### src/hw/rtl/sik_pkg.sv
// Shared constants, the arctangent table and its fixed-point conversion
// for the SCARA inverse kinematics core. No dependencies.
package sik_pkg;

  localparam int AngleFracBitsDef = 16;
  localparam int CordicSteps      = 32;
  localparam int SqrtSteps        = 31;
  localparam int SqrtW            = 62;
  localparam int VecW             = 55;
  localparam int PrepInW          = 33;
  localparam int NormMsb          = 50;
  localparam int CfgIdxW          = 2;
  localparam int CfgDataW         = 2;

  localparam logic [CfgIdxW-1:0] CfgElbowNeg = 2'd0;
  localparam logic [CfgIdxW-1:0] CfgHandOn   = 2'd1;
  localparam logic [CfgIdxW-1:0] CfgClawHole = 2'd2;

  localparam longint unsigned TableUnit = 64'd1000000000;

  // atan(2^-i) in units of 1e-9 of 0.1 degree.
  localparam longint unsigned AtanTab [CordicSteps] = '{
    64'd450000000000, 64'd265650511771, 64'd140362434679, 64'd71250163489,
    64'd35763343750, 64'd17899106082, 64'd8951737102, 64'd4476141709,
    64'd2238105004, 64'd1119056771, 64'd559528919, 64'd279764526,
    64'd139882271, 64'd69941137, 64'd34970569, 64'd17485284,
    64'd8742642, 64'd4371321, 64'd2185661, 64'd1092830,
    64'd546415, 64'd273208, 64'd136604, 64'd68302,
    64'd34151, 64'd17075, 64'd8538, 64'd4269,
    64'd2134, 64'd1067, 64'd534, 64'd267
  };

  // Rounds one table entry to frac fraction bits; used at elaboration only.
  function automatic longint unsigned sik_atan_entry(int step, int frac);
    longint unsigned q;
    longint unsigned r;
    q = AtanTab[step] / TableUnit;
    r = AtanTab[step] % TableUnit;
    return (q << frac) + (((r << frac) + TableUnit / 2) / TableUnit);
  endfunction

endpackage

### src/hw/rtl/sik_cordic_prep.sv
// Quadrant fold and normalizing shift ahead of a vectoring CORDIC chain.
// Two register stages. Depends on sik_pkg.
module sik_cordic_prep import sik_pkg::*; #(
  parameter int ANGLE_FRAC_BITS = AngleFracBitsDef
) (
  input  logic                              clk_i,
  input  logic signed [PrepInW-1:0]         x_i,
  input  logic signed [PrepInW-1:0]         y_i,
  output logic signed [VecW-1:0]            x_o,
  output logic signed [VecW-1:0]            y_o,
  output logic signed [ANGLE_FRAC_BITS+12:0] z_o
);

  localparam int ZW = ANGLE_FRAC_BITS + 13;
  localparam int FW = PrepInW + 1;
  localparam logic signed [ZW-1:0] HalfTurn = ZW'(1800) <<< ANGLE_FRAC_BITS;

  logic signed [FW-1:0] fx_d, fy_d, fx_q, fy_q;
  logic signed [ZW-1:0] z1_d, z1_q, z2_q;
  logic [FW-1:0]        ymag, mag;
  logic [5:0]           msb_d, msb_q, shamt;
  logic signed [VecW-1:0] x2_q, y2_q;

  always_comb begin
    if (x_i < 0) begin
      fx_d = -FW'(x_i);
      fy_d = -FW'(y_i);
      z1_d = (y_i >= 0) ? HalfTurn : -HalfTurn;
    end else begin
      fx_d = FW'(x_i);
      fy_d = FW'(y_i);
      z1_d = '0;
    end
    ymag = fy_d[FW-1] ? FW'(-fy_d) : FW'(fy_d);
    mag  = (FW'(fx_d) > ymag) ? FW'(fx_d) : ymag;
    msb_d = '0;
    for (int i = 0; i < FW; i++) begin
      if (mag[i]) msb_d = 6'(i);
    end
  end

  assign shamt = 6'(NormMsb) - msb_q;

  always_ff @(posedge clk_i) begin
    fx_q  <= fx_d;
    fy_q  <= fy_d;
    z1_q  <= z1_d;
    msb_q <= msb_d;
    x2_q  <= VecW'(fx_q) <<< shamt;
    y2_q  <= VecW'(fy_q) <<< shamt;
    z2_q  <= z1_q;
  end

  assign x_o = x2_q;
  assign y_o = y2_q;
  assign z_o = z2_q;

endmodule

### config.mk
export PLATFORM = sky130hd
export DESIGN_NAME = sik_cordic_prep
export DESIGN_NICKNAME = d
export VERILOG_FILES = /design/src/hw/rtl/sik_pkg.sv /design/src/hw/rtl/sik_cordic_prep.sv
export SDC_FILE = /design/constraint.sdc
export NUM_CORES = 1
export LEC_CHECK = 0
export BUFFER_PORTS_ARGS = -buffer_cell sky130_fd_sc_hd__buf_2
export CORE_MARGIN = 8
export CORE_UTILIZATION = 58
export DETAILED_ROUTE_END_ITERATION = 16
export PLACE_DENSITY = 0.81
export SLEW_MARGIN = 0
export SYNTH_ARGS = -nofsm -noshare
export SYNTH_HDL_FRONTEND = slang
export SYNTH_SLANG_ARGS = --single-unit
### constraint.sdc
create_clock -name clk_i -period 7.6 [get_ports clk_i]
set_input_delay 1.52 -clock clk_i [delete_from_list [all_inputs] [get_ports clk_i]]
set_output_delay 1.52 -clock clk_i [all_outputs]
set_load 0.005 [all_outputs]
==> impl_metrics.json, run 1 <==
{
  "outcome": "complete, no violations",
  "clk_latency_ns": 0.44,
  "drive_gt1_share_pct": 19.8,
  "yosysWarnings": 0,
  "cts_buffer_depth": 2,
  "overflow": 0,
  "hpwl_um": 33300,
  "final_max_slew_viol_count": 0,
  "clock-sinks": 190,
  "cts_tree": "done",
  "cp.arrival_ns": 7.41,
  "switching_power_mw": 2.81,
  "ctsHtreeMaxLevel": 4,
  "power_switching_share_pct": 48.5,
  "seq_area_frac_synth_pct": 28.8,
  "antenna_found_initial": 0,
  "power_frac_seq_pct": 23.8,
  "min_period_ns": 7.04,
  "cts_buffers": 17,
  "skew_ns": 0.0127,
  "max-vdd-ir-drop_uv": 229,
  "cts_hold_buffers": 0,
  "tightest_slew_ns": 0.981,
  "drtIter0Drc": 1080,
  "synth_ff_type": "dfxtp_1",
  "worstPathMaxFanout": 17,
  "hold_class": "reg -> reg",
  "drtAntennaViolNets": 0,
  "slew_headroom_pct": 33.9,
  "ctsRootBufferMaster": "clkbuf_16",
  "synth_edf_count": 0,
  "criticalPathCategory": "in -> reg",
  "syn_area_sq_um": 13200,
  "yosys_register_bits": 190,
  "nets": 1913,
  "start_util_pct": 58.7,
  "rows": 55,
  "yosys.cell_types.count": 86,
  "period_share_pct": 92.6,
  "core_sq_um": 22500,
  "hold_viol": 0,
  "cell_internal_pwr_mw": 2.98,
  "fin_util_pct": 66.5,
  "grt_pass1_vias": 12200,
  "setup_viol": 0,
  "viasPerCell": 6.21,
  "area_delta_synth_final_pct": 13.4,
  "layout_common_cells": "nand2_1 (239), dfxtp_1 (189), buf_2 (186), nor2_1 (173), a21oi_1 (132)",
  "remaining_drc_errors": 0,
  "drt_wl_total_um": 42200,
  "num_vias": 13100,
  "crit_required_ns": 7.97,
  "cts_setup_buffers": 0,
  "final_common_cell": "nand2_1",
  "synthCells": 1681,
  "critPathCaptureType": "flop",
  "p_leak_nw": 6.48,
  "ioPinCount": 206,
  "powerDensity_nw_per_um2": 387,
  "wl_per_cell_um": 20.1,
  "gp_congestion": 1.02,
  "comb_power_share_pct": 60.9,
  "grt_setup_unrepaired": "false",
  "n_antenna_cell": 0,
  "maxCapViolCount": 0,
  "dieWidth_um": 167,
  "async_flop_share_pct": 0,
  "io_buffers": 186,
  "synth.avg_cell_area_sq_um": 7.86,
  "start_kind": "primary input",
  "grt_max_degree": 86,
  "clockPowerShare_pct": 15.3,
  "fin_setup_tns_ns": 0,
  "grt_pass1_wl_um": 66300,
  "die_y_um": 167,
  "grt.total_usage_pct": 29.4,
  "post_cts_resized": 0,
  "path_clk_slew_ns": 0.08,
  "clock.fmax_mhz": 142,
  "drtPass1Iterations": 8,
  "die_area_sq_um": 27900
}
## synthesized netlist by cell type, drive strengths merged (14+ instances only)
master	instances	area share, %
xor2	31	2.1
nor4	21	1.4
inv	49	1.4
o22ai	18	0.85
mux2	21	1.8
nor3	37	1.4
a21oi	132	5.0
mux4	36	6.1
clkbuf	87	2.5
nand2	239	6.8
buf	50	2.2
o31ai	30	1.8
mux2i	52	3.9
nand4	16	0.90
o41ai	17	1.5
dfxtp	190	29
nor2	174	5.0
nand2b	18	0.85
xnor2	69	4.6
o21ai	132	5.0
ha	39	3.7
nand3	25	0.99
a211oi	14	0.80
nor2b	18	0.85
a31oi	30	1.4
## per-stage QoR
| stage | power, mW | worst slack [ns] | cells | hold WS [ns] | instance area [sq um] |
|---|---|---|---|---|---|
| detailed placement | 4.81 | 0.0420 | 2073 | 0.313 | 14300 |
| CTS | 5.72 | 0.493 | 2105 | 0.333 | 15000 |
| floorplan | 3.76 | 0.497 | 1701 | 0.310 | 13300 |
| global route | 6.18 | 0.107 | 2105 | 0.334 | 15000 |
| global placement | 4.76 | 0.179 | 2073 | 0.311 | 14300 |
| finish | 5.80 | 0.560 | 2105 | 0.334 | 15000 |
## power groups by stage
stage | sequential [mW] | clock [mW] | combinational (mW)
2_1_floorplan | 1.41 | 0 | 2.35
3_3_place_gp | 1.40 | 0 | 3.37
3_5_place_dp | 1.40 | 0 | 3.41
4_1_cts | 1.38 | 0.897 | 3.44
5_1_grt | 1.41 | 0.939 | 3.83
6_report | 1.38 | 0.888 | 3.53
## layer usage
| layer | vias to the layer above | global-route usage, % | wire [um] | part of all wire [%] |
|---|---|---|---|---|
| li1 | 6222 | - | - | - |
| met3 | 148 | 4.99 | 3260 | 7.7 |
| met4 | 0 | 20.1 | 2980 | 7.0 |
| met5 | - | 0 | 0 | 0 |
| met2 | 693 | 46.1 | 18500 | 44 |
| met1 | 6004 | 36.5 | 17500 | 41 |
## cells by family after synthesis
family                   synth area share, %
AND/OR/NAND/NOR                         21.4
AO/OA/AOI/OAI                           21.3
flip-flops                              28.8
buffers and inverters                   6.17
multiplexers                            11.9
XOR/XNOR                                6.69
adder cells (fa/ha/maj)                 3.69
other                                 0.0284
## critical path, cell delays in order
cell      delay [ns]
buf_2           0.19
or4_4           0.61
nor4_2          0.35
a21oi_1         0.13
xnor2_1         0.29
inv_1           0.15
nor4_4          0.43
nand4_2         0.24
o31ai_1         0.33
xnor2_1         0.19
inv_1           0.07
ha_1            0.30
nand4_1         0.13
nor4_2          0.32
nand3_1         0.15
a31oi_1         0.16
a211oi_1        0.10
nor2_1          0.18
buf_4           0.26
mux2_2          0.38
nor3_1          0.23
nor4b_2         0.34
o21ai_1         0.14
a31oi_1         0.18
## state kept, by name, summed over array words and instances, names as in the netlist
name	count
x_o	55
y_o	55
fx_q	34
fy_q	34
msb_q	6
z1_q	3
z_o	3
## final timing paths
kind	start	end	slack [ns]	depth (start not counted)
worst max-delay path	y_i[2]	msb_q[3]$_SDFF_PP0_	0.56	24
worst min-delay path	z1_q[26]$_SDFF_PN0_	z_o[26]$_DFF_P_	0.33	0
worst max register to register	msb_q[2]$_SDFF_PP0_	y_o[42]$_DFF_P_	4.04	7
worst min register to register	z1_q[26]$_SDFF_PN0_	z_o[26]$_DFF_P_	0.33	0
## layout make-up
type                            instances  area, sq um
Multi-Input combinational cell       1323         8780
Fill cell                            1926         7530
Timing Repair Buffer                  224         1220
Tap cell                              285          357
Clock inverter                         15          196
Inverter                               51          191
Sequential cell                       190         3810
Clock buffer                           17          425
No activity file was read; power rests on OpenSTA's default activity.
==> run 2, diff against run 1 <==
Settings changed: BUFFER_PORTS_ARGS -buffer_cell sky130_fd_sc_hd__buf_2 to not set, CELL_PAD_IN_SITES_DETAIL_PLACEMENT set to 1, CELL_PAD_IN_SITES_GLOBAL_PLACEMENT set to 1, CORE_UTILIZATION 58 to 48, DONT_BUFFER_PORTS set to 1, PLACE_DENSITY 0.81 to not set, PLACE_DENSITY_LB_ADDON set to 0.1.
==> run 2 against run 1 <==
  * Sequential cell count is the same
  * Cell area fell by 5.8%
  * Sequential share of layout area is 1.6 points higher
  * Die area rose by 19%
  * Largest cell class unchanged
  * Clock skew grew 0.0055 ns
  * Via count is 5.7% lower
  * First-iteration DRC count down 7.5%
  * Global-route usage is 1.5 points lower
  * Total power is 1.2% lower
  * Register-to-register slack worse by 0.16 ns
  * Final cell count decreased by 6.2%
==> impl_metrics.json, run 2 (same netlist as run 1, synthesis figures left out) <==
{
  "slowest_stage": "a211oi_1",
  "clk_latency_ns": 0.45,
  "instances_no_fill": 1975,
  "ctsHtreeMaxLevel": 4,
  "rows": 60,
  "criticalPathCategory": "in -> reg",
  "num_vias": 12300,
  "grt_pass1_wl_um": 73100,
  "stdcell_area_sq_um": 14100,
  "drive_gt1_share_pct": 10.7,
  "area_delta_synth_final_pct": 6.81,
  "maxCapViolCount": 0,
  "overflow": 0,
  "drtIter0Drc": 999,
  "dieWidth_um": 182,
  "tightest_slew_ns": 0.913,
  "die_area_sq_um": 33100,
  "drtAntennaViolNets": 0,
  "ioPinCount": 206,
  "grt_pass1_vias": 12300,
  "cp.arrival_ns": 7.45,
  "outcome": "complete, no violations",
  "reg2reg_from": "msb_q[0]$_SDFF_PP1_",
  "pre_cts_ws_ns": 0.155,
  "critical-path-top-delay-family": "compound AO/OA/AOI/OAI gates",
  "grt_setup_unrepaired": "false",
  "path_clk_slew_ns": 0.08,
  "drtPass1Iterations": 8,
  "antenna_found_initial": 0,
  "core_sq_um": 27000,
  "dpl-instance-area_sq_um": 13500,
  "start_kind": "primary input",
  "cts_tree": "done",
  "max-vdd-ir-drop_uv": 167,
  "drt_wl_total_um": 47400,
  "slowest_delay_ns": 0.51,
  "min_period_ns": 7.06,
  "min-delay-start": "z1_q[19]$_SDFF_PN0_",
  "nets": 1727,
  "fin_setup_tns_ns": 0,
  "reg2reg_slack_ns": 3.88,
  "setup_slack_ns": 0.542,
  "skew_ns": 0.0182,
  "min_to": "z_o[19]$_DFF_P_",
  "setup_viol": 0,
  "layout_common_cells": "nand2_1 (239), dfxtp_1 (189), nor2_1 (172), a21oi_1 (132), o21ai_0 (127)",
  "gp_congestion": 0.927,
  "hold_class": "reg -> reg",
  "fillerInstances": 3318,
  "hold_depth": 0,
  "critPathCaptureType": "flop",
  "remaining_drc_errors": 0,
  "final_common_cell": "nand2_1",
  "cts_buffer_depth": 2,
  "cts_buffers": 17,
  "start_util_pct": 49.0,
  "viasPerCell": 6.24,
  "p_leak_nw": 5.63,
  "ctsRootBufferMaster": "clkbuf_16",
  "wl_per_cell_um": 24.0,
  "clock.fmax_mhz": 142,
  "clock-sinks": 190,
  "worstPathMaxFanout": 17,
  "slew_headroom_pct": 38.5,
  "period_share_pct": 92.9,
  "r2r_cells": 9,
  "die_y_um": 182,
  "critPathBufInv": 4,
  "crit_required_ns": 7.99,
  "fin_util_pct": 52.3,
  "powerDensity_nw_per_um2": 406,
  "r2r-end": "y_o[47]$_DFF_P_",
  "grt.total_usage_pct": 27.9,
  "dp.cells": 1943,
  "hold_viol": 0,
  "hpwl_um": 38100,
  "n_antenna_cell": 0,
  "final_max_slew_viol_count": 0,
  "grt_max_degree": 86,
  "io_buffers": 0
}
run 2: cell types whose count changed in the layout (fill, tap and decap cells not counted), moves of 2 or more:
cell | before | now
buf_2 | 186 | 0
clkinv_8 | 8 | 4
inv_12 | 0 | 2
inv_8 | 2 | 4
run 2: how the worst max path moves through the flow:
stage,startpoint,cells past startpoint,end
2_1_floorplan,y_i[0],28,msb_q[0]$_SDFF_PP1_
3_3_place_gp,y_i[1],21,msb_q[0]$_SDFF_PP1_
3_5_place_dp,y_i[0],26,msb_q[1]$_SDFF_PP0_
4_1_cts,y_i[0],25,msb_q[1]$_SDFF_PP0_
5_1_grt,y_i[0],26,msb_q[1]$_SDFF_PP0_
6_report,y_i[0],26,msb_q[1]$_SDFF_PP0_
run 2: report_power, final:
part	switching [mW]	internal (mW)	total, mW	leakage (nW)
clock network	0.465	0.450	0.915	0.294
registers	0.198	1.28	1.48	1.59
logic	2.22	1.11	3.33	3.75
run 2: repair_timing:
item                                    CTS  global route
setup buffers                             0             0
endpoints found under the setup margin    0             2
resized for setup                         0             2
hold buffers                              0             0
run 2: through the flow:
step	hold WS, ns	total power [mW]
6_report	0.336	5.73
5_1_grt	0.340	6.12
4_1_cts	0.335	5.70
3_5_place_dp	0.315	4.78
3_3_place_gp	0.310	4.71
2_1_floorplan	0.310	3.76
run 2: cell type report:
class | count | area, sq um | share of cell area, %
Clock buffer | 17 | 425 | 3.02
Clock inverter | 15 | 181 | 1.29
Inverter | 51 | 191 | 1.36
Multi-Input combinational cell | 1323 | 8780 | 62.2
Sequential cell | 190 | 3810 | 27.0
Tap cell | 341 | 427 | 3.02
Timing Repair Buffer | 38 | 298 | 2.11
run 2: routing by layer:
| layer | wire, um | GRT usage [%] | part of all wire (%) | up-vias |
|---|---|---|---|---|
| met5 | 0 | 0 | 0 | - |
| met4 | 2200 | 13.8 | 4.6 | 0 |
| met3 | 2730 | 4.01 | 5.8 | 86 |
| met2 | 21800 | 45.8 | 46 | 450 |
| met1 | 20700 | 35.5 | 44 | 5937 |
| li1 | - | - | - | 5851 |
