`src/hw/rtl/sik_pkg.sv`:
```
// Shared constants, the arctangent table and its fixed-point conversion
// for the SCARA inverse kinematics core. No dependencies.
package sik_pkg;

  localparam int AngleFracBitsDef = 16;
  localparam int CordicSteps      = 32;
  localparam int SqrtSteps        = 31;
  localparam int SqrtW            = 62;
  localparam int VecW             = 55;
  localparam int PrepInW          = 33;
  localparam int NormMsb          = 50;
  localparam int CfgIdxW          = 2;
  localparam int CfgDataW         = 2;

  localparam logic [CfgIdxW-1:0] CfgElbowNeg = 2'd0;
  localparam logic [CfgIdxW-1:0] CfgHandOn   = 2'd1;
  localparam logic [CfgIdxW-1:0] CfgClawHole = 2'd2;

  localparam longint unsigned TableUnit = 64'd1000000000;

  // atan(2^-i) in units of 1e-9 of 0.1 degree.
  localparam longint unsigned AtanTab [CordicSteps] = '{
    64'd450000000000, 64'd265650511771, 64'd140362434679, 64'd71250163489,
    64'd35763343750, 64'd17899106082, 64'd8951737102, 64'd4476141709,
    64'd2238105004, 64'd1119056771, 64'd559528919, 64'd279764526,
    64'd139882271, 64'd69941137, 64'd34970569, 64'd17485284,
    64'd8742642, 64'd4371321, 64'd2185661, 64'd1092830,
    64'd546415, 64'd273208, 64'd136604, 64'd68302,
    64'd34151, 64'd17075, 64'd8538, 64'd4269,
    64'd2134, 64'd1067, 64'd534, 64'd267
  };

  // Rounds one table entry to frac fraction bits; used at elaboration only.
  function automatic longint unsigned sik_atan_entry(int step, int frac);
    longint unsigned q;
    longint unsigned r;
    q = AtanTab[step] / TableUnit;
    r = AtanTab[step] % TableUnit;
    return (q << frac) + (((r << frac) + TableUnit / 2) / TableUnit);
  endfunction

endpackage

```
`src/hw/rtl/sik_cordic_cell.sv`:
```
// One rotation step of the vectoring CORDIC, registered.
// Depends on sik_pkg for the arctangent table.
module sik_cordic_cell import sik_pkg::*; #(
  parameter int STEP            = 0,
  parameter int ANGLE_FRAC_BITS = AngleFracBitsDef
) (
  input  logic                               clk_i,
  input  logic signed [VecW-1:0]             x_i,
  input  logic signed [VecW-1:0]             y_i,
  input  logic signed [ANGLE_FRAC_BITS+12:0] z_i,
  output logic signed [VecW-1:0]             x_o,
  output logic signed [VecW-1:0]             y_o,
  output logic signed [ANGLE_FRAC_BITS+12:0] z_o
);

  localparam int ZW = ANGLE_FRAC_BITS + 13;
  localparam logic signed [ZW-1:0] Tab = ZW'(sik_atan_entry(STEP, ANGLE_FRAC_BITS));

  logic signed [VecW-1:0] dx, dy, x_d, y_d, x_q, y_q;
  logic signed [ZW-1:0]   z_d, z_q;

  always_comb begin
    dx = x_i >>> STEP;
    dy = y_i >>> STEP;
    if (!y_i[VecW-1]) begin
      x_d = x_i + dy;
      y_d = y_i - dx;
      z_d = z_i + Tab;
    end else begin
      x_d = x_i - dy;
      y_d = y_i + dx;
      z_d = z_i - Tab;
    end
  end

  always_ff @(posedge clk_i) begin
    x_q <= x_d;
    y_q <= y_d;
    z_q <= z_d;
  end

  assign x_o = x_q;
  assign y_o = y_q;
  assign z_o = z_q;

endmodule

```
`config.mk`:
```
export PLATFORM = sky130hd
export DESIGN_NAME = sik_cordic_cell
export DESIGN_NICKNAME = d
export VERILOG_FILES = /design/src/hw/rtl/sik_pkg.sv /design/src/hw/rtl/sik_cordic_cell.sv
export SDC_FILE = /design/constraint.sdc
export NUM_CORES = 1
export LEC_CHECK = 0
export BUFFER_PORTS_ARGS = -buffer_cell sky130_fd_sc_hd__buf_2
export CORE_MARGIN = 3
export CORE_UTILIZATION = 30
export CTS_CLUSTER_SIZE = 30
export DETAILED_ROUTE_END_ITERATION = 7
export PLACE_DENSITY = 0.57
export SYNTH_ARGS = -nofsm -noshare
export SYNTH_HDL_FRONTEND = slang
export SYNTH_SLANG_ARGS = --single-unit
```
`constraint.sdc`:
```
create_clock -name clk_i -period 6.5 [get_ports clk_i]
set_input_delay 1.3 -clock clk_i [delete_from_list [all_inputs] [get_ports clk_i]]
set_output_delay 1.3 -clock clk_i [all_outputs]
set_load 0.005 [all_outputs]
```
==> out/qor.txt, run 1 <==
number of enable flip-flop cells after synthesis: 0
final-report max-slew violation count: 0
crit path DAT: 5.43 ns
number of antenna violations at the first check in global routing: 7
global-route wire length before repair: 80.6 mm
number of iterations in the first detailed-routing pass: 7
combined area of all synthesized cells: 13,300 sq um
max_cap viols: 0
die area: 47,000 sq um
dominant combinational cell family by area after synthesis: compound AO/OA/AOI/OAI gates
category of the critical setup timing path: input pin to flop
gr ovfl total: 0
unrepaired setup endpoints after global routing: no
flops & latches, synth: 138
peak clock frequency supported by timing: 200 MHz
relative slew slack: 0.174
Tcrit/Tclk final: 0.770
Hold EP: z_o[11]
share of synthesized registers carrying an async set or reset: 0
H-Tree Depth: 4
Final ANT Viol Nets: 0
sequential element share of the synthesized area: 0.207
synthesized area per cell: 7.41 sq um
Area Overhead vs Synth: 18.5%
via count of the first global-routing pass: 13,611
share of post-route cells with drive strength above 1: 0.169
leading cell type in the layout, fill and taps excluded: sky130_fd_sc_hd__buf_2
Synth Area in Adders: 0.167
P per Cell Area: 226 nW/um^2
gate count after technology mapping: 1,800
clock slew seen by the registers of the worst setup and hold paths: 0.07 ns
Multi-input gate area: 9560 sq um
fraction of the mapped netlist area in simple logic gates: 0.163
placer congestion estimate: 0.936
kind of end point of the critical path: flop
Core Rows: 76
Sequential cell area: 2760 sq um
initial standard-cell utilization of the core: 0.307
number of buffers on the longest clock path: 2
# DRC: 0
post-DR wirelength/cell: 20.5 um
# hold bufs at CTS: 0
Primary FF master, synth: sky130_fd_sc_hd__dfxtp_1
TritonCTS Buffers: 17
Die H: 217 um
time the final worst path needs with I/O delays and setup: 5.00 ns
area of the core: 43,500 sq um
compound-cell area share of the yosys netlist: 0.298
worst min-delay path category: input pin to flop
Vias: 14,163
TritonCTS clock tree: built
total global routing track utilization: 0.223
parity-gate share of the synthesized area counting xor and xnor cells: 0.0729
number of buffers inserted by port buffering: 278
pin slew with the least headroom to its limit: 1.21 ns
Clk Tree Root Cell: sky130_fd_sc_hd__clkbuf_16
yosys warns: 0
post-synth net total: 2,116
hold_sp: z_i[11]
cell depth of the worst hold path: 1
startpoint type of the worst setup path: input pin
clock sink count: 138
number of ports placed on the die boundary: 279
required time of the critical path: 6.92 ns
wire length after detailed routing: 53.7 mm
filler cell count in the final layout: 4,668
die width: 217 um
maximum VDD drop: 0.199 mV
hold violation total from the final report: 0
Resized cells post-CTS: 0
violation count after the first detailed-route iteration: 1,272
detailed placement HPWL: 43.6 mm
distinct cell type count of the synthesized netlist: 84
pin count of the biggest net entering global routing: 94
outcome: finished clean
Static Leak: 0.00736 uW
top library cells by usage in the layout, fill and taps aside: sky130_fd_sc_hd__buf_2 (277), sky130_fd_sc_hd__a21oi_1 (238), sky130_fd_sc_hd__ha_1 (172)
total power of the final layout: 3570 uW
number of nets in the layout: 2,336
maximum fanout along the worst path: 16
via-per-instance ratio: 5.41
final count of negative-setup-slack endpoints: 0
post-CTS setup repair buffer count: 0
Fin Setup TNS: 0 ns
proportion of synthesized area in mux cells: 0.0160
## power by group
part / internal (uW) / switching, uW / total [uW] / leakage, uW
combinational: 548 / 867 / 1410 / 0.00590
sequential: 1030 / 71.1 / 1100 / 0.00116
clock: 611 / 445 / 1060 / 0.000296
## worst max-delay path, stage by stage
cell,delay [ns]
sky130_fd_sc_hd__buf_2,0.11
sky130_fd_sc_hd__inv_1,0.04
sky130_fd_sc_hd__ha_1,0.62
sky130_fd_sc_hd__nand2b_1,0.18
sky130_fd_sc_hd__a221oi_1,0.10
sky130_fd_sc_hd__o41ai_1,0.71
sky130_fd_sc_hd__nand4b_1,0.43
sky130_fd_sc_hd__nand4_1,0.26
sky130_fd_sc_hd__nand2_1,0.10
sky130_fd_sc_hd__o21ai_0,0.60
sky130_fd_sc_hd__o21ai_0,0.26
sky130_fd_sc_hd__a221oi_1,0.49
sky130_fd_sc_hd__xor2_1,0.22
## layer usage
layer  vias to the layer above  GRT usage  share of wire
met3                        82     0.0588          0.082
met5                         -          0        0.00089
met2                       593      0.354           0.45
met1                      6686      0.292           0.44
li1                       6794          -              -
met4                         8     0.0798          0.026
## metrics by stage
| stage | worst slack (ns) | util | cell area, sq um | hold slack, ns | cells |
|---|---|---|---|---|---|
| after floorplan | 2.37 | - | 13300 | 1.33 | 1800 |
| after global placement | 1.10 | 0.349 | 15200 | 1.40 | 2586 |
| after detailed placement | 1.18 | 0.349 | 15200 | 1.40 | 2586 |
| after CTS | 1.70 | 0.364 | 15800 | 0.858 | 2618 |
| after global routing | 1.38 | 0.364 | 15800 | 0.874 | 2618 |
| final | 1.50 | 0.364 | 15800 | 0.915 | 2620 |
## area by class of cell
class | count | area share
multi-input combinational | 1397 | 0.605
sequential | 138 | 0.175
timing repair buffer | 286 | 0.0920
tap | 585 | 0.0463
inverter | 180 | 0.0427
clock buffer | 18 | 0.0272
clock inverter | 14 | 0.0119
antenna | 2 | 0.000317
## cells in the mapped netlist, types with 9 or more instances
master	n	area [sq um]
sky130_fd_sc_hd__clkbuf_1	64	240
sky130_fd_sc_hd__dfxtp_1	138	2760
sky130_fd_sc_hd__a21o_1	36	270
sky130_fd_sc_hd__o21bai_1	39	293
sky130_fd_sc_hd__a221oi_1	13	114
sky130_fd_sc_hd__nand3_1	24	120
sky130_fd_sc_hd__a211oi_1	12	90.1
sky130_fd_sc_hd__xor2_1	17	149
sky130_fd_sc_hd__nor3_1	29	145
sky130_fd_sc_hd__buf_1	16	60.1
sky130_fd_sc_hd__nor4_1	16	100
sky130_fd_sc_hd__a21boi_0	10	75.1
sky130_fd_sc_hd__a21oi_1	238	1190
sky130_fd_sc_hd__o31ai_1	16	120
sky130_fd_sc_hd__a31oi_1	17	106
sky130_fd_sc_hd__xnor2_1	94	823
sky130_fd_sc_hd__o211ai_1	16	120
sky130_fd_sc_hd__inv_1	172	646
sky130_fd_sc_hd__o21a_1	19	143
sky130_fd_sc_hd__nand4_1	27	169
sky130_fd_sc_hd__o31a_1	9	78.8
sky130_fd_sc_hd__nor2b_1	20	125
sky130_fd_sc_hd__nand2b_1	17	106
sky130_fd_sc_hd__nor2_1	154	578
sky130_fd_sc_hd__ha_1	172	2150
sky130_fd_sc_hd__and3_1	13	81.3
sky130_fd_sc_hd__o21ai_0	131	656
sky130_fd_sc_hd__mux2i_1	18	180
sky130_fd_sc_hd__or3_1	14	87.6
sky130_fd_sc_hd__nand2_1	107	402
## how the worst max path moves through the flow
stage | startpoint | to | slack [ns] | cells past startpoint
floorplan | x_i[6] | x_o[46] | 2.37 | 13
global placement | x_i[7] | x_o[51] | 1.10 | 12
detailed placement | x_i[7] | x_o[51] | 1.18 | 12
CTS | x_i[7] | x_o[51] | 1.70 | 12
global route | x_i[7] | x_o[52] | 1.38 | 13
finish | x_i[7] | x_o[52] | 1.50 | 13
## registers in the layout, summed over array words and instances (netlist names)
signal,count
x_o,54
z_o,29
y_o,55
## cells by family (layout without fill, tap and decap cells)
kind of cell             count (synthesis)  count (layout)
AO/OA/AOI/OAI                          635             635
XOR/XNOR                               111             111
adder cells (fa/ha/maj)                176             176
buffers and inverters                  265             498
flip-flops                             138             138
multiplexers                            21              21
other                                    0               2
AND/OR/NAND/NOR                        454             454
No activity file was read; power rests on OpenSTA's default activity.
==> run 2, diff against run 1 <==
==> constraint.sdc (replaced) <==
create_clock -name clk_i -period 4.7 [get_ports clk_i]
set_input_delay 0.94 -clock clk_i [delete_from_list [all_inputs] [get_ports clk_i]]
set_output_delay 0.94 -clock clk_i [all_outputs]
set_load 0.005 [all_outputs]
==> out/qor.txt, run 2 (synthesized netlist as in run 1, its figures left out) <==
CP top delay family: compound AO/OA/AOI/OAI gates
final count of negative-setup-slack endpoints: 0
crit path DAT: 4.47 ns
# hold bufs at CTS: 0
number of nets in the layout: 2,421
number of buffers inserted by port buffering: 278
wire length after detailed routing: 55.4 mm
time the final worst path needs with I/O delays and setup: 4.06 ns
kind of end point of the critical path: flop
max_cap viols: 0
Hold EP: z_o[15]
pre-CTS WS: 0.166 ns
peak clock frequency supported by timing: 246 MHz
Clk Tree Root Cell: sky130_fd_sc_hd__clkbuf_16
final-report max-slew violation count: 0
detailed placement HPWL: 45.7 mm
P per Cell Area: 300 nW/um^2
initial standard-cell utilization of the core: 0.307
H-Tree Depth: 4
total power of the final layout: 4920 uW
hold violation total from the final report: 0
number of buffers on the longest clock path: 2
Resized cells post-CTS: 0
Vias: 14,439
number of antenna violations at the first check in global routing: 6
gr ovfl total: 0
TritonCTS Buffers: 17
Static Leak: 0.00775 uW
leading cell type in the layout, fill and taps excluded: sky130_fd_sc_hd__buf_2
Final Hold Slack: 0.553 ns
category of the critical setup timing path: input pin to flop
hold_sp: z_i[15]
placed cell areas: 15,800 sq um
Tcrit/Tclk final: 0.863
via-per-instance ratio: 5.34
number of iterations in the first detailed-routing pass: 6
via count of the first global-routing pass: 14,155
Layout Cell Area excl Fill: 16,400 sq um
share of post-route cells with drive strength above 1: 0.203
number of ports placed on the die boundary: 279
relative slew slack: 0.241
crit-path cells: buf_2 -> inv_1 -> ha_1 -> buf_4 -> nand4_1 -> nor2_1 -> a21boi_0 -> buf_4 -> o21bai_1 -> a21oi_1 -> o21bai_1 -> a21oi_1 -> o221ai_1 -> a22oi_1 -> xor2_1
Core Rows: 76
startpoint type of the worst setup path: input pin
maximum VDD drop: 0.217 mV
post-DR wirelength/cell: 20.5 um
unrepaired setup endpoints after global routing: no
pin count of the biggest net entering global routing: 73
maximum fanout along the worst path: 14
Worst path max stage delay: 0.45 ns
outcome: finished clean
total global routing track utilization: 0.230
# DRC: 0
Die H: 217 um
cell depth of the worst hold path: 1
pin slew with the least headroom to its limit: 1.11 ns
setup slack of the critical path after layout: 0.642 ns
worst min-delay path category: input pin to flop
Final ANT Viol Nets: 0
Fin Setup TNS: 0 ns
required time of the critical path: 5.12 ns
global-route wire length before repair: 83.8 mm
max reg flops: 55
die area: 47,000 sq um
placer congestion estimate: 0.968
top library cells by usage in the layout, fill and taps aside: sky130_fd_sc_hd__buf_2 (277), sky130_fd_sc_hd__a21oi_1 (238), sky130_fd_sc_hd__ha_1 (172)
post-CTS setup repair buffer count: 0
violation count after the first detailed-route iteration: 1,118
clock sink count: 138
clock slew seen by the registers of the worst setup and hold paths: 0.07 ns
Area Overhead vs Synth: 22.8%
cell with the largest stage delay on the worst path: sky130_fd_sc_hd__a21oi_1
area of the core: 43,500 sq um
die width: 217 um
Buffers & Inverters on Critical Path: 4
TritonCTS clock tree: built
-- run 2: cell types whose count changed in the layout (fill, tap and decap cells not counted), sizes merged --
cell    before  now
buf        286  371
bufinv       3    0
clkbuf      18   17
clkinv      11    9
inv        178  184
-- run 2: routing by layer --
metal	vias to the layer above	global-route usage	routed length, um
met5	-	0	62
met4	8	0.0822	1670
met3	92	0.0603	4320
met2	612	0.363	24700
met1	6782	0.304	24700
li1	6945	-	-
-- run 2: metrics by stage --
step,util,std cells
finish,0.377,2705
global placement,0.364,2671
global route,0.377,2703
floorplan,-,1800
CTS,0.377,2703
detailed placement,0.364,2671
-- run 2: where the power goes --
part / internal, uW / total [uW] / switching, uW
clock network: 692 / 1330 / 638
registers: 1430 / 1520 / 90.1
logic: 831 / 2070 / 1240
-- run 2: cell type report --
class / instances / area, sq um
antenna: 2 / 5.00
clock buffer: 17 / 425
clock inverter: 15 / 129
fill: 4739 / 27100
inverter: 180 / 676
multi-input combinational: 1397 / 9560
sequential: 138 / 2760
tap: 585 / 732
timing repair buffer: 371 / 2090
-- run 2: how the worst max path moves through the flow --
stage / from / end / slack (ns) / depth (start not counted)
after global placement: x_i[24] / y_o[51] / 0.1 / 14
final: x_i[11] / y_o[48] / 0.64 / 15
after CTS: x_i[24] / y_o[51] / 0.71 / 14
after detailed placement: x_i[24] / y_o[51] / 0.17 / 14
after floorplan: x_i[6] / x_o[46] / 0.93 / 13
after global routing: x_i[24] / y_o[51] / 0.41 / 14
==> run 3, diff against run 2 <==
--- a/config.mk
+++ b/config.mk
@@ -5,12 +5,13 @@
 export SDC_FILE = /design/constraint.sdc
 export NUM_CORES = 1
 export LEC_CHECK = 0
+export ABC_AREA = 1
 export BUFFER_PORTS_ARGS = -buffer_cell sky130_fd_sc_hd__buf_2
 export CORE_MARGIN = 3
 export CORE_UTILIZATION = 30
 export CTS_CLUSTER_SIZE = 30
 export DETAILED_ROUTE_END_ITERATION = 7
-export PLACE_DENSITY = 0.57
+export PLACE_DENSITY = 0.56
 export SYNTH_ARGS = -nofsm -noshare
 export SYNTH_HDL_FRONTEND = slang
 export SYNTH_SLANG_ARGS = --single-unit
==> out/qor.txt, run 3 <==
Die H: 253 um
pin count of the biggest net entering global routing: 64
dominant combinational cell family by area after synthesis: simple AND/OR/NAND/NOR gates
most used standard cell by instance count after synthesis: sky130_fd_sc_hd__nand2_1
number of buffers inserted by port buffering: 278
number of iterations in the first detailed-routing pass: 7
Layout Cell Area excl Fill: 20,800 sq um
placer congestion estimate: 1.04
# hold bufs at CTS: 0
cell taking the most area after synthesis: sky130_fd_sc_hd__nand2_1
crit path DAT: 3.49 ns
cell repeated most along the worst path: sky130_fd_sc_hd__nand2_1
number of buffers on the longest clock path: 2
relative slew slack: 0.361
top library cells by usage in the layout, fill and taps aside: sky130_fd_sc_hd__nand2_1 (1,267), sky130_fd_sc_hd__inv_1 (708), sky130_fd_sc_hd__buf_2 (277)
number of antenna violations at the first check in global routing: 7
post-CTS setup repair buffer count: 0
maximum fanout along the worst path: 10
gr ovfl total: 0
die width: 253 um
number of nets in the layout: 3,935
violation count after the first detailed-route iteration: 1,901
flops & latches, synth: 138
top cell types by occurrence after synthesis: sky130_fd_sc_hd__nand2_1 (1,267), sky130_fd_sc_hd__inv_1 (708), sky130_fd_sc_hd__nand3_1 (273)
total power of the final layout: 5380 uW
parity-gate share of the synthesized area counting xor and xnor cells: 0.0245
startpoint type of the worst setup path: input pin
hold violation total from the final report: 0
Clk Tree Root Cell: sky130_fd_sc_hd__clkbuf_16
peak clock frequency supported by timing: 316 MHz
via-per-instance ratio: 4.83
P per Cell Area: 258 nW/um^2
clock sink count: 138
Core Rows: 89
sequential element share of the synthesized area: 0.151
Tcrit/Tclk final: 0.674
total global routing track utilization: 0.246
Worst path max stage delay: 0.48 ns
outcome: finished clean
Final Util: 0.350
initial standard-cell utilization of the core: 0.306
pin slew with the least headroom to its limit: 0.948 ns
compound-cell area share of the yosys netlist: 0.0990
number of ports placed on the die boundary: 279
Yosys top cell area share: 0.261
Fin Setup TNS: 0 ns
share of post-route cells with drive strength above 1: 0.105
Vias: 21,319
kind of end point of the critical path: flop
pre-CTS WS: 1.16 ns
setup slack of the critical path after layout: 1.53 ns
unrepaired setup endpoints after global routing: no
required time of the critical path: 5.02 ns
post-DR wirelength/cell: 18.2 um
category of the critical setup timing path: input pin to flop
yosys warns: 0
proportion of synthesized area in mux cells: 0.000549
cell with the largest stage delay on the worst path: sky130_fd_sc_hd__o21ai_1
final-report max-slew violation count: 0
post-synth net total: 3,711
Primary FF master, synth: sky130_fd_sc_hd__dfxtp_1
filler cell count in the final layout: 6,890
# DRC: 0
TritonCTS Buffers: 17
max reg flops: 55
global-route wire length before repair: 118 mm
gate count after technology mapping: 3,395
wire length after detailed routing: 80.2 mm
synthesized area per cell: 5.37 sq um
worst min-delay path category: input pin to flop
final count of negative-setup-slack endpoints: 0
Final ANT Viol Nets: 0
distinct cell type count of the synthesized netlist: 40
Area Overhead vs Synth: 14.2%
detailed placement HPWL: 69.2 mm
leading cell type in the layout, fill and taps excluded: sky130_fd_sc_hd__nand2_1
top cells by area in the synthesized netlist: sky130_fd_sc_hd__nand2_1 (26%), sky130_fd_sc_hd__dfxtp_1 (15%), sky130_fd_sc_hd__inv_1 (15%)
maximum VDD drop: 0.282 mV
placed cell areas: 20,200 sq um
H-Tree Depth: 4
crit-path cells: buf_2 -> inv_1 -> ha_1 -> nand2_1 -> nor2_1 -> nand2_1 -> nand3_1 -> inv_1 -> o21ai_1 -> nand2_1 -> nand2_1 -> nand2_1 -> nand3_1 -> nand2_1
die area: 63,800 sq um
combined area of all synthesized cells: 18,200 sq um
clock slew seen by the registers of the worst setup and hold paths: 0.07 ns
Resized cells post-CTS: 0
fraction of the mapped netlist area in simple logic gates: 0.431
TritonCTS clock tree: built
Static Leak: 0.0124 uW
via count of the first global-routing pass: 19,862
max_cap viols: 0
share of synthesized registers carrying an async set or reset: 0
area of the core: 59,600 sq um
time the final worst path needs with I/O delays and setup: 3.17 ns
number of enable flip-flop cells after synthesis: 0
Synth Area in Adders: 0.122
[run 3: worst paths after layout]
kind	startpoint	end	slack (ns)	depth (start not counted)
setup / recovery	x_i[4]	y_o[29]	1.53	14
hold / removal	z_i[12]	z_o[12]	0.56	1
[run 3: routing by layer]
layer | track usage | wire length [um]
met1 | 0.314 | 34500
met2 | 0.412 | 36200
met3 | 0.0485 | 6580
met4 | 0.0892 | 2840
met5 | 0 | 46
[run 3: critical path: cells and delay by family]
kind / cells / cell delay (ns)
fa+ha+maj: 1 / 0.46
simple gates: 9 / 1.30
buf+inv: 3 / 0.30
compound gates: 1 / 0.48
[run 3: area by class of cell]
cell class / instances / area (sq um) / area share
Multi-Input combinational cell: 2458 / 12400 / 0.593
Inverter: 722 / 2710 / 0.130
Clock inverter: 13 / 154 / 0.00738
Tap cell: 773 / 967 / 0.0464
Clock buffer: 19 / 453 / 0.0217
Timing Repair Buffer: 282 / 1420 / 0.0683
Antenna cell: 5 / 12.5 / 0.000600
Sequential cell: 138 / 2760 / 0.133
[run 3: per-stage QoR]
| step | cells | hold slack [ns] |
|---|---|---|
| detailed placement | 4373 | 1.04 |
| finish | 4410 | 0.559 |
| floorplan | 3395 | 0.968 |
| CTS | 4405 | 0.524 |
| global route | 4407 | 0.531 |
| global placement | 4373 | 1.04 |
[run 3: kinds of logic after synthesis]
kind of cell | after synthesis
muxes | 1
and+or+nand+nor | 1896
DFF | 138
AOI/OAI and AO/OA | 334
adders and majority gates | 176
xor gates and xnor gates | 51
buffers and inverters | 799
[run 3: power breakdown]
part | leakage, uW | internal [uW] | switching [uW] | total [uW]
clock network | 0.000286 | 822 | 670 | 1490
registers | 0.00116 | 1370 | 77.1 | 1450
logic | 0.0109 | 757 | 1680 | 2440
total | 0.0124 | 2950 | 2430 | 5380
