==> src/hw/rtl/sik_pkg.sv <==
// Shared constants, the arctangent table and its fixed-point conversion
// for the SCARA inverse kinematics core. No dependencies.
package sik_pkg;

  localparam int AngleFracBitsDef = 16;
  localparam int CordicSteps      = 32;
  localparam int SqrtSteps        = 31;
  localparam int SqrtW            = 62;
  localparam int VecW             = 55;
  localparam int PrepInW          = 33;
  localparam int NormMsb          = 50;
  localparam int CfgIdxW          = 2;
  localparam int CfgDataW         = 2;

  localparam logic [CfgIdxW-1:0] CfgElbowNeg = 2'd0;
  localparam logic [CfgIdxW-1:0] CfgHandOn   = 2'd1;
  localparam logic [CfgIdxW-1:0] CfgClawHole = 2'd2;

  localparam longint unsigned TableUnit = 64'd1000000000;

  // atan(2^-i) in units of 1e-9 of 0.1 degree.
  localparam longint unsigned AtanTab [CordicSteps] = '{
    64'd450000000000, 64'd265650511771, 64'd140362434679, 64'd71250163489,
    64'd35763343750, 64'd17899106082, 64'd8951737102, 64'd4476141709,
    64'd2238105004, 64'd1119056771, 64'd559528919, 64'd279764526,
    64'd139882271, 64'd69941137, 64'd34970569, 64'd17485284,
    64'd8742642, 64'd4371321, 64'd2185661, 64'd1092830,
    64'd546415, 64'd273208, 64'd136604, 64'd68302,
    64'd34151, 64'd17075, 64'd8538, 64'd4269,
    64'd2134, 64'd1067, 64'd534, 64'd267
  };

  // Rounds one table entry to frac fraction bits; used at elaboration only.
  function automatic longint unsigned sik_atan_entry(int step, int frac);
    longint unsigned q;
    longint unsigned r;
    q = AtanTab[step] / TableUnit;
    r = AtanTab[step] % TableUnit;
    return (q << frac) + (((r << frac) + TableUnit / 2) / TableUnit);
  endfunction

endpackage

==> src/hw/rtl/sik_sqrt_cell.sv <==
// One digit step of the pipelined integer square root.
// Depends on sik_pkg.
module sik_sqrt_cell import sik_pkg::*; #(
  parameter int STEP = 0
) (
  input  logic             clk_i,
  input  logic [SqrtW-1:0] rem_i,
  input  logic [SqrtW-1:0] root_i,
  output logic [SqrtW-1:0] rem_o,
  output logic [SqrtW-1:0] root_o
);

  localparam logic [SqrtW-1:0] Bit = SqrtW'(1) << (SqrtW - 2 - 2 * STEP);

  logic [SqrtW:0]   trial;
  logic [SqrtW-1:0] rem_d, root_d, rem_q, root_q;

  always_comb begin
    trial = {1'b0, root_i} + {1'b0, Bit};
    if ({1'b0, rem_i} >= trial) begin
      rem_d  = rem_i - trial[SqrtW-1:0];
      root_d = (root_i >> 1) + Bit;
    end else begin
      rem_d  = rem_i;
      root_d = root_i >> 1;
    end
  end

  always_ff @(posedge clk_i) begin
    rem_q  <= rem_d;
    root_q <= root_d;
  end

  assign rem_o  = rem_q;
  assign root_o = root_q;

endmodule

==> config.mk <==
export PLATFORM = sky130hd
export DESIGN_NAME = sik_sqrt_cell
export DESIGN_NICKNAME = d
export VERILOG_FILES = /design/src/hw/rtl/sik_pkg.sv /design/src/hw/rtl/sik_sqrt_cell.sv
export SDC_FILE = /design/constraint.sdc
export NUM_CORES = 1
export LEC_CHECK = 0
export BUFFER_PORTS_ARGS = -buffer_cell sky130_fd_sc_hd__buf_2
export CAP_MARGIN = 5
export CORE_MARGIN = 4
export CORE_UTILIZATION = 35
export CTS_CLUSTER_DIAMETER = 30
export CTS_CLUSTER_SIZE = 28
export DETAILED_ROUTE_END_ITERATION = 8
export GPL_ROUTABILITY_DRIVEN = 0
export HOLD_SLACK_MARGIN = 0.1
export PLACE_DENSITY = 0.58
export SLEW_MARGIN = 20
export SYNTH_ARGS = -nofsm -noshare
export SYNTH_HDL_FRONTEND = slang
export SYNTH_SLANG_ARGS = --single-unit
==> constraint.sdc <==
create_clock -name clk_i -period 4.5 [get_ports clk_i]
set_clock_uncertainty 0.15 [all_clocks]
set_input_delay 0.675 -clock clk_i [delete_from_list [all_inputs] [get_ports clk_i]]
set_output_delay 0.675 -clock clk_i [all_outputs]
set_load 0.01 [all_outputs]
==> results.md, run 1 <==
* Synth Area in Compound Gates at 23.1%
* First-pass GRT wire length at 33300 um
* Die Area at 22800 um^2
* Setup Viol. Count Final at 0
* Outcome: finished clean
* Antenna violations before repair at 0
* Distinct cells, synth at 59
* Mapped Area at 7170 um^2
* Post-synthesis xor/xnor area fraction at 6.84%
* Largest net degree at the start of global routing at 58
* Clock Tree Buf Depth at 2
* Layout Nets at 1303
* Routed vias at 6867
* Remaining DRCs at 0
* Post-Synthesis Cells at 873
* Final Hold Vio Count at 0
* Crit. End Element: flop
* Mux contribution to synthesized area at 2.64%
* Hold EP: root_o[43]
* Worst slack at placement at 0.265 ns
* Vias in the first global route at 6542
* 1st-iter DRT viols at 370
* Fillers at 2041
* Post-synth ARST share at 0%
* Period utilization at 86.0%
* First-pass DRT Iterations at 5
* Syn. warnings at 0
* Min cycle time layout at 3.87 ns
* Wire per inst at 15.3 um
* MaxCap Viol Count at 0
* Final slew viol count at 0
* CTS tree: yes
* Fin worst setup slack at 0.631 ns
* Top-Level Pins at 249
* Hold depth at 1
* Most used DFF post-synth: dfxtp_1
* Sequential area share after synthesis at 34.6%
* Mean area per synthesized cell at 8.21 um^2
* Tightest Hold Check Type: in2reg
* Critical path data required time at 4.69 ns
* FF/Latch Area at 2480 um^2
* CTS H-tree depth at 4
* Final instance area at 9280 um^2
* Starting Density at 35.5%
* Most frequent cells in the layout: buf_2, a21oi_1, dfxtp_1, inv_1, nor2_1
* Footprint of the multi-input gates at 4200 um^2
* Combinational family with the most area after synthesis: compound AO/OA/AOI/OAI gates
* Synth Register Bits at 124
* CTS Root Cell: clkbuf_16
* Clock slew at reported path FFs at 0.06 ns
* Slew margin rel. at 54.1%
* Share of layout cells above drive strength 1 at 27.4%
* Net count after synthesis at 1063
* Rows at 52
* Post-CTS setup buffers at 0
* Core area at 20200 um^2
* Port-buffer cells at 248
* Max IR drop VDD at 0.249 mV
* Leakage at 4.53 nW
* Hold wc startpoint: root_i[44]
* Post-DR vias/cell at 4.92
* Cts bufs inserted at 17
* Most common cell after layout, fill and taps aside: buf_2
* Die Ht at 151 um
* Kind of critical path: in2reg
* DP Area at 8650 um^2
* Clock sinks at 124
* Hold-fix buffers, CTS at 0
* TNS Setup at 0 ns
* CP startpoint kind: input port
* Die width at 151 um
* Gr ovfl total at 0
* Fmax at 258 MHz
* Tot GR Track Use at 18.3%
* Worst-margin pin slew at 0.682 ns
* CP Data Arrival Time at 4.06 ns
* ANT nets after route at 0
* RSZ-0062 raised after global routing: no
* P per Cell Area at 406 nW/um^2
* Post-synthesis simple-gate area fraction at 14.5%
* Number of synthesized flops with an enable pin at 0
* Final HPWL DP at 17300 um
* Adder-Cell Fraction of Synth Area at 11.5%
* Area Growth Syn to Fin at 29.4%
* Post-CTS sizing at 0
* Routed wire length at 21300 um
* Diode count at 0
* Crit Path Max Fanout at 6
[Yosys cell counts, types with 12 or more instances]
| cell type | n | area (um^2) |
|---|---|---|
| clkbuf_1 | 20 | 75.1 |
| xor2_1 | 16 | 140 |
| a21o_1 | 23 | 173 |
| nand4_1 | 22 | 138 |
| nand2_1 | 52 | 195 |
| nand3_1 | 17 | 85.1 |
| o21ai_0 | 37 | 185 |
| nor3_1 | 15 | 75.1 |
| nor2_1 | 86 | 323 |
| inv_1 | 89 | 334 |
| a21oi_1 | 128 | 641 |
| ha_1 | 64 | 801 |
| o21bai_1 | 18 | 135 |
| xnor2_1 | 40 | 350 |
| mux2_2 | 12 | 135 |
| dfxtp_1 | 124 | 2480 |
[through the flow]
step	util, %	std cells	hold slack [ns]	total power [mW]
after floorplan	-	873	0.553	1.96
after global placement	42.9	1364	0.642	2.32
after detailed placement	42.9	1364	0.642	2.32
after CTS	46.0	1396	0.201	3.80
after global routing	46.0	1396	0.204	3.97
final	46.0	1396	0.215	3.77
[worst max path at each step]
| stage | from | slack [ns] | end | depth (start not counted) |
|---|---|---|---|---|
| finish | rem_i[0] | 0.63 | rem_o[56] | 15 |
| global route | rem_i[0] | 0.37 | rem_o[56] | 15 |
| CTS | rem_i[0] | 0.68 | rem_o[56] | 15 |
| detailed placement | rem_i[0] | 0.26 | rem_o[56] | 15 |
| global placement | rem_i[0] | 0.33 | rem_o[56] | 15 |
| floorplan | rem_i[0] | 0.81 | rem_o[30] | 13 |
[worst max-delay path, cell delays in order]
cell,delay (ns)
buf_2,0.11
inv_1,0.07
ha_1,0.14
inv_1,0.04
fa_1,0.39
a21o_1,0.23
a311o_1,0.36
a21oi_1,0.28
a211oi_1,0.20
o2111ai_1,0.29
nand2_1,0.24
a211oi_2,0.33
o21ai_0,0.31
a21o_1,0.25
a31oi_1,0.15
[layer usage]
metal	track usage, %	part of all wire (%)	vias up
met5	0	0	-
met4	5.17	1.5	0
met3	4.34	7.0	23
met2	27.9	43	242
met1	25.7	48	3073
li1	-	-	3529
[cell type report]
cell class                 count  share of cell area [%]
inverter                      89                    3.60
sequential                   124                    26.8
timing repair buffer         253                    14.1
clock inverter                15                    2.13
clock buffer                  17                    4.59
multi-input combinational    628                    45.2
tap                          270                    3.64
[registers in the layout, indices dropped and copies added (netlist names)]
signal / cells
rem_o: 62
root_o: 62
[logic make-up (layout without fill, tap and decap cells)]
family,count (synthesis),count (layout)
compound gates,265,265
mux,17,17
fa+ha+maj,65,65
buf+inv,121,374
simple gates,225,225
xor+xnor,56,56
flops,124,124
[power by group]
part	switching, mW	internal (mW)	leakage (nW)
Clock	0.541	0.926	0.299
Combinational	0.601	0.434	3.18
Sequential	0.0300	1.23	1.05
Note: power is estimated with default switching activity, not from simulation.
==> inputs of run 2 (changes only) <==
--- a/config.mk
+++ b/config.mk
@@ -15,6 +15,7 @@
 export GPL_ROUTABILITY_DRIVEN = 0
 export HOLD_SLACK_MARGIN = 0.1
 export PLACE_DENSITY = 0.58
+export REMOVE_ABC_BUFFERS = 1
 export SLEW_MARGIN = 20
 export SYNTH_ARGS = -nofsm -noshare
 export SYNTH_HDL_FRONTEND = slang
==> results.md, run 2 (synthesis results as in run 1) <==
* CTS Root Cell: clkbuf_16 (unchanged)
* Crit. End Element: flop (unchanged)
* Post-DR vias/cell at 4.91 (was 4.92)
* Core area at 20200 um^2 (unchanged)
* Final instance area at 9290 um^2 (was 9280 um^2)
* Fmax at 262 MHz (was 258 MHz)
* Layout Cells excl Fill at 1396 (unchanged)
* Vias in the first global route at 6592 (was 6542)
* Min cycle time layout at 3.81 ns (was 3.87 ns)
* Die width at 151 um (unchanged)
* Setup Viol. Count Final at 0 (unchanged)
* Final HPWL DP at 17500 um (was 17300 um)
* Wire per inst at 15.7 um (was 15.3 um)
* Tightest Hold Check Type: in2reg (unchanged)
* Post-CTS sizing at 0 (unchanged)
* P per Cell Area at 410 nW/um^2 (was 406 nW/um^2)
* Worst path cell trace: buf_2 > inv_1 > ha_1 > inv_1 > fa_1 > a21o_1 > a311o_1 > a21oi_1 > buf_4 > a211oi_1 > o2111ai_1 > nand2_1 > a211oi_2 > o21ai_0 > a21o_1 > a31oi_1 (was buf_2 > inv_1 > ha_1 > inv_1 > fa_1 > a21o_1 > a311o_1 > a21oi_1 > a211oi_1 > o2111ai_1 > nand2_1 > a211oi_2 > o21ai_0 > a21o_1 > a31oi_1)
* 1st-iter DRT viols at 408 (was 370)
* Die Area at 22800 um^2 (unchanged)
* Clock Tree Buf Depth at 2 (unchanged)
* Max incr delay on CP at 0.39 ns (about the same)
* Hold-fix buffers, CTS at 0 (unchanged)
* Leakage at 4.53 nW (about the same)
* Remaining DRCs at 0 (unchanged)
* Routed vias at 6857 (was 6867)
* Critical path data required time at 4.70 ns (was 4.69 ns)
* Routed wire length at 21900 um (was 21300 um)
* Kind of critical path: in2reg (unchanged)
* Port-buffer cells at 248 (unchanged)
* Top-Level Pins at 249 (unchanged)
* Cts bufs inserted at 17 (unchanged)
* Outcome: finished clean (unchanged)
* ANT nets after route at 0 (unchanged)
* First-pass GRT wire length at 34100 um (was 33300 um)
* Largest net degree at the start of global routing at 63 (was 58)
* Die Ht at 151 um (unchanged)
* Clock sinks at 124 (unchanged)
* Starting Density at 35.5% (unchanged)
* Share of layout cells above drive strength 1 at 27.3% (was 27.4%)
* CP Data Arrival Time at 4.01 ns (was 4.06 ns)
* Util after Layout at 46.0% (about the same)
* Rows at 52 (unchanged)
* Antenna violations before repair at 0 (unchanged)
* MaxCap Viol Count at 0 (unchanged)
* CP startpoint kind: input port (unchanged)
* Most common cell after layout, fill and taps aside: buf_2 (unchanged)
* Crit Path Max Fanout at 6 (unchanged)
* Worst path slowest cell: fa_1 (unchanged)
* Post-CTS setup buffers at 0 (unchanged)
* Period utilization at 84.7% (was 86.0%)
* Most frequent cells in the layout: buf_2, a21oi_1, dfxtp_1, inv_1, nor2_1 (unchanged)
* First-pass DRT Iterations at 5 (unchanged)
* Final Hold Vio Count at 0 (unchanged)
* Max IR drop VDD at 0.265 mV (was 0.249 mV)
* Worst-margin pin slew at 0.674 ns (was 0.682 ns)
* Diode count at 0 (unchanged)
* Pwr Total at 3.81 mW (was 3.77 mW)
* Final slew viol count at 0 (unchanged)
* Tot GR Track Use at 18.9% (was 18.3%)
* Dpl cells at 1364 (unchanged)
* RSZ-0062 raised after global routing: no (unchanged)
* DP Area at 8650 um^2 (unchanged)
* Gr ovfl total at 0 (unchanged)
* Slew margin rel. at 54.5% (was 54.1%)
* CTS tree: yes (unchanged)
* Area Growth Syn to Fin at 29.6% (was 29.4%)
* Layout Nets at 1303 (unchanged)
* Clock slew at reported path FFs at 0.06 ns (about the same)
* CTS H-tree depth at 4 (unchanged)
## run 2: final cells by class
type | instances | area [um^2]
multi-input combinational | 628 | 4200
clock inverter | 13 | 190
timing repair buffer | 253 | 1300
sequential | 124 | 2480
fill | 2071 | 10900
inverter | 89 | 334
clock buffer | 19 | 443
tap | 270 | 338
## run 2: per-layer routing
layer  vias to the layer above  GRT usage [%]  part of all wire, %
li1                       3523              -                    -
met1                      3095           26.8                   49
met2                       215           28.6                   43
met3                        24           4.28                  6.5
met4                         0           5.26                  1.5
met5                         -              0                    0
## run 2: power by group
| part | total, mW | internal [mW] | switching (mW) |
|---|---|---|---|
| Sequential | 1.26 | 1.23 | 0.0313 |
| Combinational | 1.04 | 0.434 | 0.607 |
| Clock | 1.50 | 0.945 | 0.556 |
| Total | 3.81 | 2.61 | 1.19 |
## run 2: stage by stage
step	hold WS, ns	worst slack [ns]	TNS (ns)
3_5_place_dp	0.642	0.302	0
6_report	0.210	0.690	0
4_1_cts	0.193	0.739	0
3_3_place_gp	0.642	0.468	0
2_1_floorplan	0.553	-1.49	-79.39
5_1_grt	0.195	0.494	0
## run 2: final timing paths
kind | startpoint | depth (start not counted) | to
setup / recovery | rem_i[0] | 16 | rem_o[56]
hold / removal | root_i[24] | 1 | root_o[23]
## run 2: critical path, delay by kind of cell
kind	cells	cell delay, ns
compound gates	9	2.14
fa+ha+maj	2	0.54
buf+inv	4	0.40
simple gates	1	0.25
==> inputs of run 3 (changes only) <==
--- a/config.mk
+++ b/config.mk
@@ -5,6 +5,7 @@
 export SDC_FILE = /design/constraint.sdc
 export NUM_CORES = 1
 export LEC_CHECK = 0
+export ABC_AREA = 1
 export BUFFER_PORTS_ARGS = -buffer_cell sky130_fd_sc_hd__buf_2
 export CAP_MARGIN = 5
 export CORE_MARGIN = 4
==> constraint.sdc (replaced) <==
create_clock -name clk_i -period 3.05 [get_ports clk_i]
set_clock_uncertainty 0.15 [all_clocks]
set_input_delay 0.4575 -clock clk_i [delete_from_list [all_inputs] [get_ports clk_i]]
set_output_delay 0.4575 -clock clk_i [all_outputs]
set_load 0.01 [all_outputs]
==> results.md, run 3 <==
* Outcome: finished clean (unchanged)
* Post-synth ARST share at 0% (unchanged)
* GR Util met1 at 29.2% (was 26.8%)
* Mapped Area at 9540 um^2 (was 7170 um^2)
* First-pass GRT wire length at 53300 um (was 34100 um)
* Number of synthesized flops with an enable pin at 0 (unchanged)
* Crit Path Max Fanout at 43 (was 6)
* Antenna violations before repair at 0 (unchanged)
* Top post-synthesis cells by count: nand2_1, inv_1, nand3_1 (was a21oi_1, dfxtp_1, inv_1)
* CTS Root Cell: clkbuf_16 (unchanged)
* Tightest Hold Check Type: in2reg (unchanged)
* Most common cell after layout, fill and taps aside: nand2_1 (was buf_2)
* 1st-iter DRT viols at 723 (was 408)
* P per Cell Area at 477 nW/um^2 (was 410 nW/um^2)
* Vias in the first global route at 10.4k (was 6592)
* ANT nets after route at 0 (unchanged)
* MaxCap Viol Count at 0 (unchanged)
* Post-synth top area share at 26.2% (was 34.6%)
* CP top delay family: simple AND/OR/NAND/NOR gates (was compound AO/OA/AOI/OAI gates)
* Largest net degree at the start of global routing at 62 (was 63)
* Area leader, netlist: nand2_1 (was dfxtp_1)
* Setup crit start: root_i[46] (was rem_i[0])
* Die Ht at 173 um (was 151 um)
* Clock sinks at 124 (unchanged)
* CP startpoint kind: input port (unchanged)
* Area contributors post-synth: nand2_1, dfxtp_1, inv_1 (was dfxtp_1, ha_1, a21oi_1)
* Distinct cells, synth at 28 (was 59)
* Share of layout cells above drive strength 1 at 17.9% (was 27.3%)
* Rows at 60 (was 52)
* Routed wire length at 33600 um (was 21900 um)
* Final Hold Vio Count at 0 (unchanged)
* Met2 usage at 36.2% (was 28.6%)
* Synth Register Bits at 124 (unchanged)
* Diode count at 0 (unchanged)
* Hold wc startpoint: rem_i[54] (was root_i[24])
* Top-Level Pins at 249 (unchanged)
* CP most frequent cell: nand2_1
* Die width at 173 um (was 151 um)
* Most frequent cells in the layout: nand2_1, inv_1, buf_2, nand3_1, dfxtp_1 (was buf_2, a21oi_1, dfxtp_1, inv_1, nor2_1)
* Setup Viol. Count Final at 0 (unchanged)
* Remaining DRCs at 0 (unchanged)
* Wire per inst at 14.4 um (was 15.7 um)
* Final slew viol count at 0 (unchanged)
* Worst-margin pin slew at 0.455 ns (was 0.674 ns)
* Die Area at 30000 um^2 (was 22800 um^2)
* Critical path data required time at 3.23 ns (was 4.70 ns)
* Mean area per synthesized cell at 5.77 um^2 (was 8.21 um^2)
* CTS tree: yes (unchanged)
* Port-buffer cells at 248 (unchanged)
* Final instance area at 12500 um^2 (was 9290 um^2)
* Util after Layout at 46.7% (was 46.0%)
* Fmax at 342 MHz
* Met3 usage at 4.50% (was 4.28%)
* Worst path cell trace: dlygate4sd3_1 > buf_2 > inv_1 > ha_1 > nand2_1 > nor2_1 > nand2_1 > inv_2 > nand2_1 > nor3_2 > nand3_1 > nand3_2 > buf_12 > nand2_1 > inv_1 > nor2_1 (was buf_2 > inv_1 > ha_1 > inv_1 > fa_1 > a21o_1 > a311o_1 > a21oi_1 > buf_4 > a211oi_1 > o2111ai_1 > nand2_1 > a211oi_2 > o21ai_0 > a21o_1 > a31oi_1)
* Post-Synthesis Cells at 1655 (was 873)
* Worst slack at placement at 0.179 ns (was 0.302 ns)
* Leakage at 7.71 nW (was 4.53 nW)
* Sequential area share after synthesis at 26.0% (was 34.6%)
* DP Area at 11200 um^2 (was 8650 um^2)
* Crit. End Element: flop (unchanged)
* Cell with the most instances after synthesis: nand2_1 (was a21oi_1)
* Min cycle time layout at 2.92 ns
* Starting Density at 35.5% (about the same)
* CP bufs+invs at 6 (was 4)
* Post-DR vias/cell at 4.58 (was 4.91)
* Gr ovfl total at 0 (unchanged)
* Area Growth Syn to Fin at 31.5% (was 29.6%)
* Layout Nets at 2170 (was 1303)
* Worst path slowest cell: dlygate4sd3_1 (was fa_1)
* Routed vias at 10.7k (was 6857)
* Fillers at 2958 (was 2071)
* Pwr Total at 5.99 mW (was 3.81 mW)
* Most used DFF post-synth: dfxtp_1 (unchanged)
* Cts bufs inserted at 17 (unchanged)
* Clock slew at reported path FFs at 0.06 ns (about the same)
* Most used routing layer in global routing: met2 (unchanged)
* Final HPWL DP at 27500 um (was 17500 um)
* Fin worst setup slack at 0.130 ns (was 0.690 ns)
* Max incr delay on CP at 0.52 ns (was 0.39 ns)
* Core area at 26900 um^2 (was 20200 um^2)
* CP Data Arrival Time at 3.10 ns (was 4.01 ns)
* Period utilization at 95.7%
* Clock Tree Buf Depth at 2 (unchanged)
* CTS H-tree depth at 4 (unchanged)
* Slew margin rel. at 69.4% (was 54.5%)
* First-pass DRT Iterations at 5 (unchanged)
* Max IR drop VDD at 0.288 mV (was 0.265 mV)
* Syn. warnings at 0 (unchanged)
* Tot GR Track Use at 22.0% (was 18.9%)
* Kind of critical path: in2reg (unchanged)
[run 3: cell count changes in the layout (fill, tap and decap cells not counted), sizes merged, moves of 34 or more]
cell	change
inv	+294
xnor2	-39
nand3	+134
dlygate4sd3	+62
nand2	+623
a21oi	-92
nor2	+34
[run 3: cell type report]
cell class                 instances  area [um^2]  share of cell area (%)
clock buffer                      18          439                    3.50
timing repair buffer             325         2050                    16.3
clock inverter                    14          171                    1.37
tap                              341          427                    3.40
inverter                         385         1450                    11.5
multi-input combinational       1127         5530                    44.1
sequential                       124         2480                    19.8
[run 3: stage by stage]
step           setup TNS [ns]  hold WS, ns  std cells
3_3_place_gp                0        0.424       2238
3_5_place_dp                0        0.425       2238
5_1_grt             -0.000790        0.109       2334
6_report                    0        0.113       2334
4_1_cts                     0        0.100       2332
2_1_floorplan          -44.83        0.335       1636
[run 3: path summary, 6_finish.rpt]
path	endpoint	slack [ns]	depth (start not counted)
setup / recovery	root_o[60]	0.13	16
hold / removal	rem_o[54]	0.11	3
[run 3: tightest hold or removal path, delay by kind of cell]
kind	cells	cell delay, ns
and+or+nand+nor	2	0.13
buffers and inverters	1	0.09
[run 3: cells by family after synthesis]
kind of cell	synth area share, %
simple gates	43.3
buf+inv	16.8
flops	26.0
fa+ha+maj	8.60
compound gates	2.54
xor+xnor	2.75
[run 3: repair_timing]
item,4_1_cts,5_1_grt
buffers inserted,0,2
gates resized for setup,0,15
endpoints found under the hold margin,62,0
endpoints found under the setup margin,0,64
hold buffers,62,0
[run 3: where the power goes]
| part | switching [mW] | leakage, nW | internal (mW) | total, mW |
|---|---|---|---|---|
| logic | 1.22 | 6.37 | 0.741 | 1.96 |
| clock network | 0.840 | 0.292 | 1.31 | 2.15 |
| registers | 0.0524 | 1.05 | 1.83 | 1.88 |
| total | 2.11 | 7.71 | 3.87 | 5.99 |
[run 3: routing by layer]
metal | wire, um | vias to the layer above | share of wire (%)
met2 | 15000 | 343 | 45
met1 | 15600 | 4738 | 46
met5 | 0 | - | 0
li1 | - | 5568 | -
met3 | 2300 | 44 | 6.8
met4 | 750 | 0 | 2.2
